===== src/rtl/infix_expression_evaluator_assert.svh =====
// Assertion macros for the evaluator RTL.
// Define ASSERT_OFF to compile the checks out.
`ifndef INFIX_EXPRESSION_EVALUATOR_ASSERT_SVH
`define INFIX_EXPRESSION_EVALUATOR_ASSERT_SVH
`ifndef ASSERT_OFF
// Property must hold at every clock edge outside reset.
`define IEE_ASSERT(label, prop, msg) \
  label: assert property (@(posedge clk) disable iff (rst) prop) else $error(msg);
// Condition must never be seen at a clock edge outside reset.
`define IEE_NEVER(label, cond, msg) \
  label: assert property (@(posedge clk) disable iff (rst) !(cond)) else $error(msg);
`else
`define IEE_ASSERT(label, prop, msg)
`define IEE_NEVER(label, cond, msg)
`endif
`endif


===== src/rtl/iee_pkg.sv =====
`timescale 1ns / 1ps
// ----------------------------------------------------------------------------
// iee_pkg
// Shared types and constants of the infix expression evaluator.
// ----------------------------------------------------------------------------
package iee_pkg;

  // Character classes handed from the front end to the back end.
  typedef enum logic [2:0] {
    CMD_DIGIT,
    CMD_DOT,
    CMD_ADD,
    CMD_SUB,
    CMD_MUL,
    CMD_DIV,
    CMD_NONE
  } cmd_kind_t;

  typedef struct packed {
    cmd_kind_t   kind;
    logic [3:0]  digit;
    logic        last;
  } cmd_t;

  // Request to and status from the iterative multiply / divide unit.
  typedef struct packed {
    logic start;
    logic is_div;
  } arith_req_t;

  typedef struct packed {
    logic busy;
    logic done;
  } arith_rsp_t;

  // Result status codes.
  localparam logic [1:0] ST_OK       = 2'd0;
  localparam logic [1:0] ST_DIVZERO  = 2'd1;
  localparam logic [1:0] ST_OVERFLOW = 2'd2;

  // ASCII codes of interest.
  localparam logic [7:0] CH_PLUS  = 8'h2B;
  localparam logic [7:0] CH_MINUS = 8'h2D;
  localparam logic [7:0] CH_STAR  = 8'h2A;
  localparam logic [7:0] CH_SLASH = 8'h2F;
  localparam logic [7:0] CH_DOT   = 8'h2E;
  localparam logic [7:0] CH_ZERO  = 8'h30;
  localparam logic [7:0] CH_NINE  = 8'h39;

  localparam int QUEUE_DEPTH = 2;
  localparam int FDC_W       = 3;
  localparam int POW_W       = 20;

  // Power of ten for a fraction digit count, capped at six digits.
  function automatic logic [POW_W-1:0] pow_ten(input logic [FDC_W-1:0] n);
    logic [POW_W-1:0] p;
    unique case (n)
      3'd0:    p = 20'd1;
      3'd1:    p = 20'd10;
      3'd2:    p = 20'd100;
      3'd3:    p = 20'd1000;
      3'd4:    p = 20'd10000;
      3'd5:    p = 20'd100000;
      default: p = 20'd1000000;
    endcase
    return p;
  endfunction

endpackage


===== src/rtl/iee_front.sv =====
`timescale 1ns / 1ps
// ----------------------------------------------------------------------------
// iee_front
// Input stage: classify each character and register it for the command queue.
// ----------------------------------------------------------------------------
module iee_front (
  input  logic          clk,
  input  logic          rst,
  input  logic          char_valid,
  output logic          char_stall,
  input  logic [7:0]    char_code,
  input  logic          is_final,
  output iee_pkg::cmd_t cmd,
  output logic          cmd_valid,
  input  logic          cmd_ready
);
  import iee_pkg::*;

  cmd_t       cls;
  logic       keep;
  logic       accept;
  logic [3:0] offs;

  always_comb begin
    offs      = 4'(char_code - CH_ZERO);
    cls.digit = offs;
    cls.last  = is_final;
    if (char_code >= CH_ZERO && char_code <= CH_NINE) begin
      cls.kind = CMD_DIGIT;
    end else if (char_code == CH_DOT) begin
      cls.kind = CMD_DOT;
    end else if (char_code == CH_PLUS) begin
      cls.kind = CMD_ADD;
    end else if (char_code == CH_MINUS) begin
      cls.kind = CMD_SUB;
    end else if (char_code == CH_STAR) begin
      cls.kind = CMD_MUL;
    end else if (char_code == CH_SLASH) begin
      cls.kind = CMD_DIV;
    end else begin
      cls.kind = CMD_NONE;
    end
  end

  // Drop ignored characters unless they close the expression.
  assign keep       = (cls.kind != CMD_NONE) || is_final;
  assign char_stall = cmd_valid && !cmd_ready;
  assign accept     = char_valid && !char_stall;

  always_ff @(posedge clk) begin
    if (rst) begin
      cmd_valid <= 1'b0;
    end else if (!cmd_valid || cmd_ready) begin
      cmd_valid <= accept && keep;
    end
    if (accept) begin
      cmd <= cls;
    end
  end

endmodule


===== src/rtl/iee_queue.sv =====
`timescale 1ns / 1ps
// ----------------------------------------------------------------------------
// iee_queue
// Short command queue between the front end and the back end.
// ----------------------------------------------------------------------------
module iee_queue (
  input  logic          clk,
  input  logic          rst,
  input  iee_pkg::cmd_t push_cmd,
  input  logic          push_valid,
  output logic          push_ready,
  output iee_pkg::cmd_t pop_cmd,
  output logic          pop_valid,
  input  logic          pop
);
  import iee_pkg::*;

  localparam int PW = $clog2(QUEUE_DEPTH);

  cmd_t        slots [QUEUE_DEPTH];
  logic [PW-1:0] wr_ptr;
  logic [PW-1:0] rd_ptr;
  logic [PW:0]   count;
  logic          do_push;
  logic          do_pop;

  assign push_ready = count < (PW+1)'(QUEUE_DEPTH);
  assign pop_valid  = count != '0;
  assign pop_cmd    = slots[rd_ptr];
  assign do_push    = push_valid && push_ready;
  assign do_pop     = pop && pop_valid;

  always_ff @(posedge clk) begin
    if (rst) begin
      wr_ptr <= '0;
      rd_ptr <= '0;
      count  <= '0;
    end else begin
      if (do_push) begin
        wr_ptr <= (wr_ptr == PW'(QUEUE_DEPTH - 1)) ? '0 : wr_ptr + 1'b1;
      end
      if (do_pop) begin
        rd_ptr <= (rd_ptr == PW'(QUEUE_DEPTH - 1)) ? '0 : rd_ptr + 1'b1;
      end
      if (do_push && !do_pop) begin
        count <= count + 1'b1;
      end else if (do_pop && !do_push) begin
        count <= count - 1'b1;
      end
    end
    if (do_push) begin
      slots[wr_ptr] <= push_cmd;
    end
  end

endmodule


===== src/rtl/iee_arith.sv =====
`timescale 1ns / 1ps
// ----------------------------------------------------------------------------
// iee_arith
// Iterative unit: restoring divider (one quotient bit a cycle) and
// shift-add multiplier (one multiplier bit a cycle).
// ----------------------------------------------------------------------------
module iee_arith #(
  parameter int VALUE_WIDTH = 48,
  parameter int FRAC_BITS   = 16
) (
  input  logic                           clk,
  input  logic                           rst,
  input  iee_pkg::arith_req_t            req,
  input  logic [VALUE_WIDTH+FRAC_BITS:0] div_dvd,
  input  logic [VALUE_WIDTH-1:0]         mul_a,
  input  logic [VALUE_WIDTH-1:0]         arith_b,
  output iee_pkg::arith_rsp_t            rsp,
  output logic [VALUE_WIDTH+FRAC_BITS:0] quo,
  output logic [2*VALUE_WIDTH-1:0]       prod
);
  import iee_pkg::*;

  localparam int W  = VALUE_WIDTH;
  localparam int DW = VALUE_WIDTH + FRAC_BITS + 1;
  localparam int CW = $clog2(DW);

  logic          busy;
  logic          done;
  logic          is_div;
  logic [CW-1:0] cnt;
  logic [DW-1:0] dvd;
  logic [W-1:0]  rem;
  logic [W-1:0]  den;
  logic [W-1:0]  mc;
  logic [2*W:0]  p;

  logic [W:0]    r2;
  logic [W:0]    rdiff;
  logic          ge;
  logic [W:0]    msum;
  logic [CW-1:0] last_cnt;

  always_comb begin
    r2       = {rem, dvd[DW-1]};
    ge       = r2 >= {1'b0, den};
    rdiff    = r2 - {1'b0, den};
    msum     = p[2*W:W] + (p[0] ? {1'b0, mc} : '0);
    last_cnt = is_div ? CW'(DW - 1) : CW'(W - 1);
  end

  always_ff @(posedge clk) begin
    if (rst) begin
      busy <= 1'b0;
      done <= 1'b0;
    end else begin
      done <= 1'b0;
      if (req.start) begin
        busy   <= 1'b1;
        is_div <= req.is_div;
        cnt    <= '0;
        dvd    <= div_dvd;
        rem    <= '0;
        den    <= arith_b;
        mc     <= mul_a;
        p      <= {{(W+1){1'b0}}, arith_b};
      end else if (busy) begin
        if (is_div) begin
          rem <= ge ? rdiff[W-1:0] : r2[W-1:0];
          dvd <= {dvd[DW-2:0], ge};
        end else begin
          p <= {1'b0, msum, p[W-1:1]};
        end
        cnt <= cnt + 1'b1;
        if (cnt == last_cnt) begin
          busy <= 1'b0;
          done <= 1'b1;
        end
      end
    end
  end

  assign rsp.busy = busy;
  assign rsp.done = done;
  assign quo      = dvd;
  assign prod     = p[2*W-1:0];

endmodule


===== src/rtl/iee_back.sv =====
`timescale 1ns / 1ps
`include "infix_expression_evaluator_assert.svh"
// ----------------------------------------------------------------------------
// iee_back
// Execution sequencer: builds operands, applies products and quotients,
// accumulates terms and emits the result item.
// ----------------------------------------------------------------------------
module iee_back #(
  parameter int VALUE_WIDTH     = 48,
  parameter int FRAC_BITS       = 16,
  parameter int MAX_FRAC_DIGITS = 4
) (
  input  logic                           clk,
  input  logic                           rst,
  input  iee_pkg::cmd_t                  cmd,
  input  logic                           cmd_valid,
  output logic                           cmd_pop,
  output iee_pkg::arith_req_t            req,
  output logic [VALUE_WIDTH+FRAC_BITS:0] div_dvd,
  output logic [VALUE_WIDTH-1:0]         mul_a,
  output logic [VALUE_WIDTH-1:0]         arith_b,
  input  iee_pkg::arith_rsp_t            rsp,
  input  logic [VALUE_WIDTH+FRAC_BITS:0] quo,
  input  logic [2*VALUE_WIDTH-1:0]       prod,
  output logic                           result_valid,
  input  logic                           result_stall,
  output logic signed [VALUE_WIDTH-1:0]  value,
  output logic [1:0]                     status
);
  import iee_pkg::*;

  localparam int W  = VALUE_WIDTH;
  localparam int F  = FRAC_BITS;
  localparam int DW = W + F + 1;
  localparam int PW = 2 * W - F;
  localparam int MW = (PW > DW) ? PW : DW;
  localparam logic [W-1:0] VMAX = {1'b0, {(W-1){1'b1}}};
  localparam logic [W-1:0] VMIN = {1'b1, {(W-1){1'b0}}};
  localparam logic [1:0] PEND_NONE = 2'd0;
  localparam logic [1:0] PEND_MUL  = 2'd1;
  localparam logic [1:0] PEND_DIV  = 2'd2;

  typedef enum logic [2:0] {
    S_IDLE, S_EXEC, S_CONV, S_CWAIT, S_OPND, S_PWAIT, S_CLOSE, S_EMIT
  } state_t;

  state_t           state;
  cmd_t             cur;
  logic             fin_phase;
  logic [W-1:0]     sum;
  logic [W-1:0]     term;
  logic [W-1:0]     mant;
  logic [FDC_W-1:0] fdc;
  logic             in_frac;
  logic             neg;
  logic [1:0]       pend;
  logic [1:0]       err;
  logic [DW-1:0]    q;

  logic [W+3:0]     m10;
  logic             digit_skip;
  logic             m_ovf;
  logic [POW_W-1:0] den;
  logic [DW-1:0]    conv_num;
  logic             q_big;
  logic [W-1:0]     opnd_v;
  logic [W-1:0]     term_abs;
  logic [MW-1:0]    res_mag;
  logic             res_big;
  logic             res_min;
  logic [W-1:0]     sat_val;
  logic             sat_ovf;
  logic [W:0]       s_ext;
  logic             close_ovf;
  logic [W-1:0]     close_val;

  always_comb begin
    m10        = ({4'b0, mant} << 3) + ({4'b0, mant} << 1) + (W+4)'(cur.digit);
    digit_skip = in_frac && (fdc >= FDC_W'(MAX_FRAC_DIGITS));
    m_ovf      = |m10[W+3:W];
    den        = pow_ten(fdc);
    conv_num   = {1'b0, mant, {F{1'b0}}} + DW'(den >> 1);
    q_big      = |q[DW-1:W-1];
    opnd_v     = q_big ? VMAX : q[W-1:0];
    term_abs   = term[W-1] ? (~term + 1'b1) : term;
    res_mag    = (pend == PEND_MUL) ? MW'(prod[2*W-1:F]) : MW'(quo);
    res_big    = |res_mag[MW-1:W-1];
    res_min    = res_mag[W-1] && !(|res_mag[MW-1:W]) && !(|res_mag[W-2:0]);
    // Opnd is never negative, so the term's sign sets the result sign.
    if (!term[W-1]) begin
      sat_ovf = res_big;
      sat_val = res_big ? VMAX : res_mag[W-1:0];
    end else begin
      sat_ovf = res_big && !res_min;
      sat_val = sat_ovf ? VMIN : (~res_mag[W-1:0] + 1'b1);
    end
    s_ext     = neg ? ({sum[W-1], sum} - {term[W-1], term})
                    : ({sum[W-1], sum} + {term[W-1], term});
    close_ovf = s_ext[W] != s_ext[W-1];
    close_val = close_ovf ? (s_ext[W] ? VMIN : VMAX) : s_ext[W-1:0];
  end

  assign cmd_pop = (state == S_IDLE) && cmd_valid;

  always_ff @(posedge clk) begin
    if (rst) begin
      state        <= S_IDLE;
      fin_phase    <= 1'b0;
      sum          <= '0;
      term         <= '0;
      mant         <= '0;
      fdc          <= '0;
      in_frac      <= 1'b0;
      neg          <= 1'b0;
      pend         <= PEND_NONE;
      err          <= ST_OK;
      req          <= '0;
      result_valid <= 1'b0;
    end else begin
      // Start is raised only on the way into a wait state, so drop it there.
      if (req.start) begin
        req.start <= 1'b0;
      end
      if (result_valid && !result_stall && state != S_EMIT) begin
        result_valid <= 1'b0;
      end
      unique case (state)
        S_IDLE: begin
          if (cmd_valid) begin
            cur   <= cmd;
            state <= S_EXEC;
          end
        end
        S_EXEC: begin
          if (err == ST_DIVZERO) begin
            // Skip everything after a divide by zero.
            state <= cur.last ? S_EMIT : S_IDLE;
          end else begin
            case (cur.kind) inside
              CMD_DIGIT: begin
                if (!digit_skip) begin
                  if (in_frac) begin
                    fdc <= fdc + 1'b1;
                  end
                  if (m_ovf) begin
                    mant <= '1;
                    if (err == ST_OK) begin
                      err <= ST_OVERFLOW;
                    end
                  end else begin
                    mant <= m10[W-1:0];
                  end
                end
                fin_phase <= 1'b1;
                state     <= cur.last ? S_CONV : S_IDLE;
              end
              CMD_DOT: begin
                in_frac   <= 1'b1;
                fin_phase <= 1'b1;
                state     <= cur.last ? S_CONV : S_IDLE;
              end
              CMD_ADD, CMD_SUB, CMD_MUL, CMD_DIV: begin
                fin_phase <= 1'b0;
                state     <= S_CONV;
              end
              default: begin
                fin_phase <= 1'b1;
                state     <= cur.last ? S_CONV : S_IDLE;
              end
            endcase
          end
        end
        S_CONV: begin
          if (fdc == '0) begin
            q     <= {1'b0, mant, {F{1'b0}}};
            state <= S_OPND;
          end else begin
            req.start  <= 1'b1;
            req.is_div <= 1'b1;
            div_dvd    <= conv_num;
            arith_b    <= W'(den);
            state      <= S_CWAIT;
          end
        end
        S_CWAIT: begin
          if (rsp.done) begin
            q     <= quo;
            state <= S_OPND;
          end
        end
        S_OPND: begin
          mant    <= '0;
          fdc     <= '0;
          in_frac <= 1'b0;
          if (q_big && err == ST_OK) begin
            err <= ST_OVERFLOW;
          end
          case (pend)
            PEND_MUL: begin
              req.start  <= 1'b1;
              req.is_div <= 1'b0;
              mul_a      <= term_abs;
              arith_b    <= opnd_v;
              state      <= S_PWAIT;
            end
            PEND_DIV: begin
              if (opnd_v == '0) begin
                err   <= ST_DIVZERO;
                state <= cur.last ? S_EMIT : S_IDLE;
              end else begin
                req.start  <= 1'b1;
                req.is_div <= 1'b1;
                div_dvd    <= {1'b0, term_abs, {F{1'b0}}};
                arith_b    <= opnd_v;
                state      <= S_PWAIT;
              end
            end
            default: begin
              term  <= opnd_v;
              state <= S_CLOSE;
            end
          endcase
        end
        S_PWAIT: begin
          if (rsp.done) begin
            term <= sat_val;
            if (sat_ovf && err == ST_OK) begin
              err <= ST_OVERFLOW;
            end
            state <= S_CLOSE;
          end
        end
        S_CLOSE: begin
          if (fin_phase) begin
            sum  <= close_val;
            term <= '0;
            if (close_ovf && err == ST_OK) begin
              err <= ST_OVERFLOW;
            end
            state <= S_EMIT;
          end else begin
            case (cur.kind) inside
              CMD_ADD, CMD_SUB: begin
                sum  <= close_val;
                term <= '0;
                if (close_ovf && err == ST_OK) begin
                  err <= ST_OVERFLOW;
                end
                neg  <= cur.kind == CMD_SUB;
                pend <= PEND_NONE;
              end
              CMD_MUL: pend <= PEND_MUL;
              CMD_DIV: pend <= PEND_DIV;
              default: ;
            endcase
            // An operator that ends the expression applies a zero operand.
            if (cur.last) begin
              fin_phase <= 1'b1;
              state     <= S_CONV;
            end else begin
              state <= S_IDLE;
            end
          end
        end
        S_EMIT: begin
          if (!result_valid || !result_stall) begin
            result_valid <= 1'b1;
            value        <= (err == ST_DIVZERO) ? '0 : sum;
            status       <= err;
            sum          <= '0;
            term         <= '0;
            mant         <= '0;
            fdc          <= '0;
            in_frac      <= 1'b0;
            neg          <= 1'b0;
            pend         <= PEND_NONE;
            err          <= ST_OK;
            state        <= S_IDLE;
          end
        end
        default: state <= S_IDLE;
      endcase
    end
  end

  `IEE_ASSERT(a_divzero_value, (result_valid && status == ST_DIVZERO) |-> (value == '0), "divide by zero result not zero")
  `IEE_NEVER(a_start_when_busy, req.start && rsp.busy, "arith request while unit busy")
  `IEE_ASSERT(a_done_in_wait, rsp.done |-> (state == S_CWAIT || state == S_PWAIT), "arith done outside wait state")
  `IEE_ASSERT(a_result_from_emit, $rose(result_valid) |-> ($past(state) == S_EMIT), "result raised outside emit")

endmodule


===== src/rtl/infix_expression_evaluator.sv =====
`timescale 1ns / 1ps
// Flow: an item passes the front-end register and the queue to the back end,
//   where a fractional operand and each multiply or divide also run on the
//   iterative unit before the item is done.
// Throughput: one item at a time in the back end; the front end keeps
//   accepting until its register and the two-entry queue fill.
// ----------------------------------------------------------------------------
// infix_expression_evaluator
// Streaming evaluator of + - * / expressions in signed fixed point.
// Spaces and other ignored characters are dropped at the front end unless
// they end the expression. Reset is synchronous and clears the control
// registers, with no clearing pass.
// ----------------------------------------------------------------------------
module infix_expression_evaluator #(
  parameter int VALUE_WIDTH     = 48,  // 24 to 64
  parameter int FRAC_BITS       = 16,  // 8 to 32
  parameter int MAX_FRAC_DIGITS = 4    // 1 to 6
) (
  input  logic                          clk,
  input  logic                          rst,
  // Character channel
  input  logic                          char_valid,
  output logic                          char_stall,
  input  logic [7:0]                    char_code,
  input  logic                          is_final,
  // Result channel
  output logic                          result_valid,
  input  logic                          result_stall,
  output logic signed [VALUE_WIDTH-1:0] value,
  output logic [1:0]                    status
);
  import iee_pkg::*;

  // Front end to queue
  cmd_t       f_cmd;
  logic       f_valid;
  logic       q_ready;
  // Queue to back end
  cmd_t       q_cmd;
  logic       q_valid;
  logic       q_pop;
  // Back end to iterative unit
  arith_req_t                     a_req;
  arith_rsp_t                     a_rsp;
  logic [VALUE_WIDTH+FRAC_BITS:0] a_dvd;
  logic [VALUE_WIDTH-1:0]         a_mul;
  logic [VALUE_WIDTH-1:0]         a_b;
  logic [VALUE_WIDTH+FRAC_BITS:0] a_quo;
  logic [2*VALUE_WIDTH-1:0]       a_prod;

  // Classify characters; drop ignored ones that do not end the expression.
  iee_front u_front (
    .clk        (clk),
    .rst        (rst),
    .char_valid (char_valid),
    .char_stall (char_stall),
    .char_code  (char_code),
    .is_final   (is_final),
    .cmd        (f_cmd),
    .cmd_valid  (f_valid),
    .cmd_ready  (q_ready)
  );

  // Decouple the front end from the slow back end.
  iee_queue u_queue (
    .clk        (clk),
    .rst        (rst),
    .push_cmd   (f_cmd),
    .push_valid (f_valid),
    .push_ready (q_ready),
    .pop_cmd    (q_cmd),
    .pop_valid  (q_valid),
    .pop        (q_pop)
  );

  // Sequence operand build, product/quotient, term accumulation and output.
  iee_back #(
    .VALUE_WIDTH     (VALUE_WIDTH),
    .FRAC_BITS       (FRAC_BITS),
    .MAX_FRAC_DIGITS (MAX_FRAC_DIGITS)
  ) u_back (
    .clk          (clk),
    .rst          (rst),
    .cmd          (q_cmd),
    .cmd_valid    (q_valid),
    .cmd_pop      (q_pop),
    .req          (a_req),
    .div_dvd      (a_dvd),
    .mul_a        (a_mul),
    .arith_b      (a_b),
    .rsp          (a_rsp),
    .quo          (a_quo),
    .prod         (a_prod),
    .result_valid (result_valid),
    .result_stall (result_stall),
    .value        (value),
    .status       (status)
  );

  // Shared bit-serial multiply and divide.
  iee_arith #(
    .VALUE_WIDTH (VALUE_WIDTH),
    .FRAC_BITS   (FRAC_BITS)
  ) u_arith (
    .clk     (clk),
    .rst     (rst),
    .req     (a_req),
    .div_dvd (a_dvd),
    .mul_a   (a_mul),
    .arith_b (a_b),
    .rsp     (a_rsp),
    .quo     (a_quo),
    .prod    (a_prod)
  );

endmodule


===== config.mk =====
export PLATFORM = sky130hd
export DESIGN_NAME = infix_expression_evaluator
export DESIGN_NICKNAME = d
export VERILOG_FILES = /design/src/rtl/iee_pkg.sv /design/src/rtl/iee_front.sv /design/src/rtl/iee_queue.sv /design/src/rtl/iee_arith.sv /design/src/rtl/iee_back.sv /design/src/rtl/infix_expression_evaluator.sv
export VERILOG_INCLUDE_DIRS = /design/src /design/src/rtl
export SDC_FILE = /design/constraint.sdc
export NUM_CORES = 2
export LEC_CHECK = 0
export BUFFER_PORTS_ARGS = -buffer_cell sky130_fd_sc_hd__buf_2
export CAP_MARGIN = 20
export CORE_MARGIN = 10
export CORE_UTILIZATION = 55
export CTS_CLUSTER_DIAMETER = 60
export DETAILED_ROUTE_END_ITERATION = 8
export GPL_TIMING_DRIVEN = 0
export PLACE_DENSITY = 0.83
export SKIP_CTS_REPAIR_TIMING = 1
export SLEW_MARGIN = 25
export SYNTH_ARGS = -nofsm -noshare
export SYNTH_HDL_FRONTEND = slang
export SYNTH_SLANG_ARGS = --single-unit
export TNS_END_PERCENT = 30

===== constraint.sdc =====
create_clock -name clk -period 6.05 [get_ports clk]
set_input_delay 0.9075 -clock clk [delete_from_list [all_inputs] [get_ports clk]]
set_output_delay 0.9075 -clock clk [all_outputs]
set_load 0.005 [all_outputs]

==> run metrics <==
outcome finished clean; H-tree levels 3; Final Core Density 61.6%; Clock Latency Late Sink 680 ps; Mapped Area 47000 sq um; Via density 6.38; Fillers 6759; Fin Clk Skew 47.5 ps; WL/cell 24.9 microns; final hold violations 0; nets 5185; GRT Max-Usage Layer met2; row count 107; Switching Share 35.1%; Post-Place Cell Area 49300 sq um; post-synthesis average cell area 9.94 sq um; P_leak 20.0 nW; met2 usage 46.9%; global-route wire length before repair 228000 microns; gpl congestion 1.09; antenna violations before repair 16; Flop pwr share 34.9%; clk slew on worst S/H paths 60 ps; Arrival @ worst endpoint 6620 ps; Clock Tree Root clkbuf_16; number of synthesis warnings 0; IO Port Bufs 64; RSZ-0062 raised after global routing yes; Core Region 85000 sq um; Worst Tran Pin Value 1290 ps; Psw 0.00597 W; Syn Nets 5004; most common cell after layout, fill and taps aside edfxtp_1; Final Cycle Share 99.9%; clock share of power 31.5%; Comb pwr share 33.6%; max frequency 165 MHz; grt ovf 0; Min Hold Slack 416 ps; FF+latch count, synth 785; Max IR drop VDD 0.000561 V; Iteration-0 DRC Markers 5140; area of the multi-input gates 23800 sq um; overall die area 97600 sq um; CTS tree yes; post-route design area 52400 sq um; Post-Synthesis Cells 4731; clk sinks 785; Vias 39171; Req. time, crit path 6620 ps; fraction of registers with async set/reset 0%; critical setup path kind flop to flop; Starting Density 55.3%; M1 GR Usage 39.4%; final WL 153000 microns; number of global-route vias before repair 36946; DRT Pass-1 Iters 8; Synth cell types 110; hpwl dp 117000 microns; Syn-to-layout area delta 11.3%; max-slew violations 0; normalized max-slew margin 12.9%; CP Max Fanout 19; Overall Global Routing Usage 30.3%; Max Root-Sink Buffers 3; Int Pwr 0.0111 W; crit path time final 6050 ps; layout cells sized above 1 11.3%; height of the die 312 microns; P per Cell Area 325 nW/um^2; Setup-failing EPs final 0; largest net degree at the start of global routing 41; most frequent cells in the layout edfxtp_1 (618), nor2_1 (527), nand2_1 (472), a21oi_1 (320), o21ai_0 (298); DRC 0; Critical Path Start Type flop; Power Total 0.0170 W; Max Cap Violations 0; Seq/Total Area, Yosys 46.6%; CP endpoint kind flop; DIE WIDTH 312 microns; met3 usage 6.84%; antenna viol nets, final 0; boundary pin count 65; r2r setup slk 5 ps; cts bufs inserted 89; sequential cell area 21900 sq um; Min-Delay Path Class flop to flop; EDFF count, synth 618; commonest register cell after synthesis edfxtp_1
## path summary, 6_finish.rpt
path                          startpoint                            to  cells past startpoint
min reg2reg   u_back.mul_a[39]$_DFFE_PP_      u_arith.mc[39]$_DFFE_PP_                      0
max reg2reg  u_back.pend[1]$_SDFFE_PP0P_  u_back.term[20]$_SDFFE_PP0P_                     20
max          u_back.pend[1]$_SDFFE_PP0P_  u_back.term[20]$_SDFFE_PP0P_                     20
min           u_back.mul_a[39]$_DFFE_PP_      u_arith.mc[39]$_DFFE_PP_                      0
## critical path: stages, from the launching register on
cell,delay (ps)
dfxtp_1,320
inv_1,60
ha_1,320
buf_6,210
buf_6,190
buf_2,370
buf_6,360
clkbuf_4,370
clkbuf_4,380
mux2i_2,400
ha_1,250
o21ai_1,150
nor4_4,370
nand4_2,310
or2_4,350
nor2_2,100
o21bai_2,160
a21oi_2,260
buf_2,270
o311ai_0,350
a311oi_1,340
## power by group through the flow
stage | combinational, W | clock (W) | sequential [W]
floorplan | 0.00398 | 0 | 0.00600
global placement | 0.00525 | 0 | 0.00605
detailed placement | 0.00531 | 0 | 0.00605
CTS | 0.00534 | 0.00535 | 0.00594
global route | 0.00617 | 0.00558 | 0.00594
finish | 0.00572 | 0.00535 | 0.00594
## cell type report
cell class | count | share of cell area (%)
multi-input combinational | 3581 | 45.5
sequential | 785 | 41.8
clock buffer | 113 | 4.65
tap | 1144 | 2.73
buffer | 247 | 2.05
timing repair buffer | 93 | 1.50
clock inverter | 53 | 0.846
inverter | 115 | 0.825
antenna | 8 | 0.0382
## registers in the layout, summed over array words and instances, names as in the netlist, 62 cells and up
| name | flops |
|---|---|
| u_arith.p | 96 |
| u_arith.quo | 65 |
| u_back.div_dvd | 62 |
| u_back.q | 65 |
## per-stage QoR
stage               cells  setup WS (ps)  TNS [ps]
floorplan            4731           -239    -15130
global placement     5939          -3180  -1091720
detailed placement   5963           -973    -50240
CTS                  6129          -1070    -56090
global route         6131          -34.1     -34.1
finish               6139           4.81         0
## cells in the mapped netlist, drive strengths merged, types with 115 or more instances
| master | number | area share [%] |
|---|---|---|
| nor2 | 537 | 4.3 |
| xor2 | 128 | 2.4 |
| inv | 115 | 0.92 |
| mux2 | 185 | 4.4 |
| clkbuf | 193 | 1.5 |
| nand2 | 474 | 3.8 |
| a21oi | 322 | 3.4 |
| o21ai | 350 | 3.7 |
| edfxtp | 618 | 39 |
| ha | 254 | 6.8 |
| xnor2 | 226 | 4.2 |
| dfxtp | 167 | 7.1 |
## kinds of logic (layout without fill, tap and decap cells)
family	Yosys count	after routing	synth area share [%]
adder cells (fa/ha/maj)	260	260	7.01
buffers and inverters	365	621	3.19
XOR/XNOR	355	355	6.64
other	1	9	0.00797
AO/OA/AOI/OAI	1114	1114	14.9
AND/OR/NAND/NOR	1623	1623	16.2
multiplexers	228	228	5.39
flip-flops	785	785	46.6
## metal layers
metal,share of wire (%),vias to the layer above
met3,12,487
met1,38,18734
met4,5.8,14
li1,-,17646
met5,0.092,-
met2,44,2290
(Power assumes the default switching activity.)
